==> config.mk <==
export PLATFORM = sky130hd
export DESIGN_NAME = mpool_ctrl
export DESIGN_NICKNAME = d
export VERILOG_FILES = /design/src/hw/rtl/mpool_pkg.sv /design/src/hw/rtl/mpool_ctrl.sv
export SDC_FILE = /design/constraint.sdc
export NUM_CORES = 1
export LEC_CHECK = 0
export ABC_AREA = 1
export BUFFER_PORTS_ARGS = -buffer_cell sky130_fd_sc_hd__buf_2
export CAP_MARGIN = 30
export CORE_AREA = 10 10 47 49
export DETAILED_ROUTE_END_ITERATION = 10
export DIE_AREA = 0 0 57 59
export PLACE_DENSITY = 0.48
export SYNTH_ARGS = -nofsm -noshare
export SYNTH_HDL_FRONTEND = slang
export SYNTH_SLANG_ARGS = --single-unit
export TNS_END_PERCENT = 10
==> constraint.sdc <==
create_clock -name aclk -period 1 [get_ports aclk]
set_input_delay 0.05 -clock aclk [delete_from_list [all_inputs] [get_ports aclk]]
set_output_delay 0.05 -clock aclk [all_outputs]
set_load 0.03 [all_outputs]
==> src/hw/rtl/mpool_pkg.sv <==
// Shared types, constants and the float compare for the max pooling block.
`timescale 1ns / 1ps
`default_nettype none
package mpool_pkg;

    localparam logic [31:0] NEG_FLT_MAX = 32'hFF7F_FFFF;

    localparam int CFG_DATA_W = 7;
    localparam int CFG_IDX_W  = 3;

    localparam logic [CFG_IDX_W-1:0] REG_KERNEL_H = 3'd0;
    localparam logic [CFG_IDX_W-1:0] REG_KERNEL_W = 3'd1;
    localparam logic [CFG_IDX_W-1:0] REG_STRIDE_R = 3'd2;
    localparam logic [CFG_IDX_W-1:0] REG_STRIDE_C = 3'd3;
    localparam logic [CFG_IDX_W-1:0] REG_PAD_R    = 3'd4;
    localparam logic [CFG_IDX_W-1:0] REG_PAD_C    = 3'd5;
    localparam logic [CFG_IDX_W-1:0] REG_PLANE_H  = 3'd6;
    localparam logic [CFG_IDX_W-1:0] REG_PLANE_W  = 3'd7;

    localparam logic ACT_WRITE = 1'b0;
    localparam logic ACT_QUERY = 1'b1;

    typedef struct packed {
        logic [3:0] win_rows;
        logic [3:0] win_cols;
        logic [3:0] stride_r;
        logic [3:0] stride_c;
        logic [2:0] pad_r;
        logic [2:0] pad_c;
        logic [6:0] plane_h;
        logic [6:0] plane_w;
    } cfg_t;

    typedef struct packed {
        logic wr_pixel;   // store the accepted write beat
        logic latch_pos;  // capture the query position
        logic check;      // evaluate validity, set window base, clear accumulator
        logic step;       // issue one tap and advance the tap counters
        logic load_out;   // move the result into the output register
    } cmd_t;

    typedef struct packed {
        logic bad;
        logic last_tap;
        logic out_free;
    } status_t;

    // Ordered greater-than: false for a NaN on the left, and +0 equals -0.
    function automatic logic fp_gt(input logic [31:0] a, input logic [31:0] b);
        logic a_nan;
        logic zeros;
        logic r;
        a_nan = (&a[30:23]) && (|a[22:0]);
        zeros = (a[30:0] == 31'd0) && (b[30:0] == 31'd0);
        if (a_nan || zeros) begin
            r = 1'b0;
        end else begin
            case ({a[31], b[31]})
                2'b00:   r = a[30:0] > b[30:0];
                2'b01:   r = 1'b1;
                2'b10:   r = 1'b0;
                2'b11:   r = a[30:0] < b[30:0];
                default: r = 1'b0;
            endcase
        end
        return r;
    endfunction

endpackage
`default_nettype wire

==> src/hw/rtl/mpool_ctrl.sv <==
// Sequencer for pixel writes and window scans.
`timescale 1ns / 1ps
`default_nettype none
module mpool_ctrl (
    input  wire logic                aclk,
    input  wire logic                aresetn,
    input  wire logic                s_tvalid,
    input  wire logic                action,
    output logic                     s_tready,
    input  wire mpool_pkg::status_t  status,
    output mpool_pkg::cmd_t          cmd
);
    import mpool_pkg::*;

    typedef enum logic [4:0] {
        ST_IDLE   = 5'b00001,
        ST_CHECK  = 5'b00010,
        ST_SCAN   = 5'b00100,
        ST_DRAIN  = 5'b01000,
        ST_FINISH = 5'b10000
    } state_t;

    state_t state_reg, state_next;

    always_ff @(posedge aclk) begin
        if (!aresetn) begin
            state_reg <= ST_IDLE;
        end else begin
            state_reg <= state_next;
        end
    end

    assign s_tready = (state_reg == ST_IDLE);

    always_comb begin
        state_next = state_reg;
        cmd        = '0;
        case (state_reg)
            ST_IDLE: begin
                if (s_tvalid) begin
                    if (action == ACT_QUERY) begin
                        cmd.latch_pos = 1'b1;
                        state_next    = ST_CHECK;
                    end else begin
                        cmd.wr_pixel = 1'b1;
                    end
                end
            end
            ST_CHECK: begin
                cmd.check  = 1'b1;
                state_next = status.bad ? ST_FINISH : ST_SCAN;
            end
            ST_SCAN: begin
                cmd.step = 1'b1;
                if (status.last_tap) begin
                    state_next = ST_DRAIN;
                end
            end
            ST_DRAIN: begin
                state_next = ST_FINISH;
            end
            ST_FINISH: begin
                if (status.out_free) begin
                    cmd.load_out = 1'b1;
                    state_next   = ST_IDLE;
                end
            end
            default: begin
                state_next = ST_IDLE;
            end
        endcase
    end
endmodule
`default_nettype wire

== Word-level counts from Yosys, hierarchy flattened ==
Cells that the tools add are included.

* Bits in registers: 5
* Bits of input ports: 7
* Output and inout bits: 6
* Logic and storage cells: 25

* Eq/ne operators: 9
* Mux-type cells: 14
* Reductions and logical operators: 1

{| class="wikitable"
|+ Operator list
! operator !! number
|-
| 5-bit two-way mux || 5
|-
| 5-bit one-hot mux with 5 select lines || 1
|-
| 2-bit inequality test, second input constant || 4
|-
| 1-bit two-way mux || 6
|-
| 5-bit by 1-bit == test with 1-bit output, second input constant || 1
|-
| 5-bit by 2-bit == test with 1-bit output, second input constant || 1
|-
| 5-bit by 3-bit == test with 1-bit output, second input constant || 1
|-
| 5-bit by 4-bit == test with 1-bit output, second input constant || 1
|-
| 5-bit == test, second input constant || 1
|-
| 2-bit two-way mux || 2
|-
| 4-bit AND reduction || 1
|}

== Logic depth before layout (Yosys ltp) ==
* Depth after elaboration: 3
* Mapped depth: 7
* Depth with buffers taken out: 7

== Worst setup path after synthesis ==
Ideal clock, no wire load.

* Kind: reg-to-output
* Start: reg state_reg[0]
* End: out cmd[3] (netlist name)
* Arrival: 1335 ps
* Required time: 950 ps
* Setup slack: -385 ps
* Cell stages (with the launch flop): 5
* Path buffers: 0
* Cell sequence: dfxtp_1 inv_1 nor2_1 nand3_2 nor3b_1

{| class="wikitable"
|+ RTL lines
! item !! line !! source
|-
| start: declaration || mpool_ctrl.sv:23 || <nowiki>state_t state_reg, state_next;</nowiki>
|-
| start signal: assignment || mpool_ctrl.sv:29 || <nowiki>state_reg <= state_next;</nowiki>
|-
| end: declaration || mpool_ctrl.sv:11 || <nowiki>output mpool_pkg::cmd_t cmd</nowiki>
|}

==> reports/metrics.yaml <==
arrival_ns: 1.21
synth.distinct_cells: 14
drt-initial-drc-count: 16
setup_violations: 11
diodes: 0
synth_area_per_cell_um2: 6.31
rows: 14
top_usage_layer: "met2"
wl_um: 1020
worst_slack_ns: -0.261
gp_congestion: 0.708
hold_depth: 2
gr-usage-met2: 0.113
rsz0062_at_grt: "yes"
final.fill_count: 157
areaGrowthSynthToFinish_pct: 83.3
drcViolationCount: 0
layout.nets: 83
yosysSeqAreaShare: 0.311
dp.cells: 84
pin_count: 13
clk_pin_slew_ns: 0.04
worst_pin_slew_ns: 0.165
die_h_um: 59
fin_setup_tns_ns: -1.83
cts_sinks: 5
postSynthCellCount: 51
peakVddDrop_mv: 1.03
end_kind: "output port"
slew_violations: 0
htreeDepth: 1
hold_violations: 0
cts.hold.buffers_added: 0
hold_class: "input port to flop"
crit_required_ns: 0.95
finalCriticalPeriod_ns: 1.26
io_buffers: 12
first_global_vias: 432
cts_tree: "done"
fin_cells: 91
place_area_um2: 462
grt-ovfl-total: 0
fin_crit_sh: 1.26
met1_usage: 0.0585
dr_total_vias: 418
synth_area_um2: 322
clock_latency_ns: 0.24
status: "finished with violations"
cts_root_buf: "clkbuf_4"
reg2regPathDepth: 7
start_kind: "flop"
met3_usage: 0.0386
syn_nets: 58
p_leak_uw: 0.000321
hpwlAfterDp_um: 740
start_util: 0.229
slew_headroom: 0.890
clockBufferDepth: 2
grt_pass1_wl_um: 1800
final_cell_mix: "inv_1, nand2_1, buf_4, buf_2, buf_6"
path_class: "flop to output port"
drive_gt1_frac: 0.560
dr.pass1.iters: 4
violations: "setup timing"
largest_reg_flops: 5
die_w_um: 57
via_per_inst: 4.59
gr-usage-all-layers: 0.0671
antenna_found_initial: 0
grt_max_degree: 6
synthTopCellsByArea: "dfxtp_1, inv_1, nand2_1, nand4_1, nor2_2"
drv_cap: 0
fin_skew_ns: 0.00143
power.density_mw_per_mm2: 1800
layout_commonest_cell: "inv_1"
final_area_um2: 589
core-area_mm2: 0.00140
ys_ff_latch: 5
dieArea_mm2: 0.00336
power_uw: 1060
synth_top_cell_area_share: 0.311
fmax_mhz: 793
wl_per_cell_um: 11.3
path_max_fanout: 4
yosys.area.top_type: "dfxtp_1"
cts_buffers: 3
yosysWarnings: 0
drt.antenna.violating_nets: 0
[worst max-delay path: stages (launching register included)]
cell and delay, ns:
dfxtp_2 0.33, nor2_4 0.16, nand3_4 0.13, nor3b_4 0.19, buf_6 0.15
[per-stage QoR]
stage	hold slack, ns	setup slack, ns	utilization
5_1_grt	0.0359	-0.336	0.421
3_5_place_dp	0.297	-0.168	0.329
6_report	0.0424	-0.261	0.421
2_1_floorplan	0.134	-0.0630	-
3_3_place_gp	0.290	-0.153	0.329
4_1_cts	0.0372	-0.300	0.403
[synthesized netlist by cell type, drive strengths merged]
cell,count
nor3,1
o21ai,1
o211ai,1
nand4,4
nor2,10
nor3b,1
dfxtp,5
nand2,8
a21oi,1
nand3,4
inv,15
[kinds of logic (layout without fill, tap and decap cells)]
family / count (synthesis) / after routing / share of synthesized area
AO/OA/AOI/OAI: 3 / 3 / 0.0545
buffers and inverters: 15 / 39 / 0.175
flip-flops: 5 / 5 / 0.311
AND/OR/NAND/NOR: 28 / 28 / 0.459
[power breakdown]
group	switching (uW)	internal (uW)	leakage (uW)
logic	308	247	0.000263
registers	35.2	235	0.0000427
clock network	82.2	151	0.0000150
[layout make-up]
type / count / area [um^2] / share of cell area
Tap cell: 16 / 20.0 / 0.0340
Sequential cell: 5 / 109 / 0.185
Inverter: 15 / 58.8 / 0.0998
Clock buffer: 4 / 26.3 / 0.0446
Multi-Input combinational cell: 31 / 218 / 0.369
Timing Repair Buffer: 20 / 158 / 0.268
[timing repair]
item | 4_1_cts | 5_1_grt
setup endpoints to repair | 11 | 11
resized for setup | 24 | 4
pin swaps | 3 | 3
setup buffers | 1 | 2
[worst paths after layout]
path	startpoint	endpoint	slack, ns
max	state_reg[2]	cmd[3]	-0.26
min	aresetn	state_reg[0]	0.04
max reg2reg	state_reg[2]	state_reg[0]	-0.18
min reg2reg	state_reg[3]	state_reg[3]	0.66
[metal layers]
| layer | share of wire | routed length, um |
|---|---|---|
| met1 | 0.36 | 368 |
| met2 | 0.51 | 519 |
| met3 | 0.11 | 116 |
| met4 | 0.019 | 19 |
| met5 | 0 | 0 |
No activity file was read; power rests on OpenSTA's default activity.
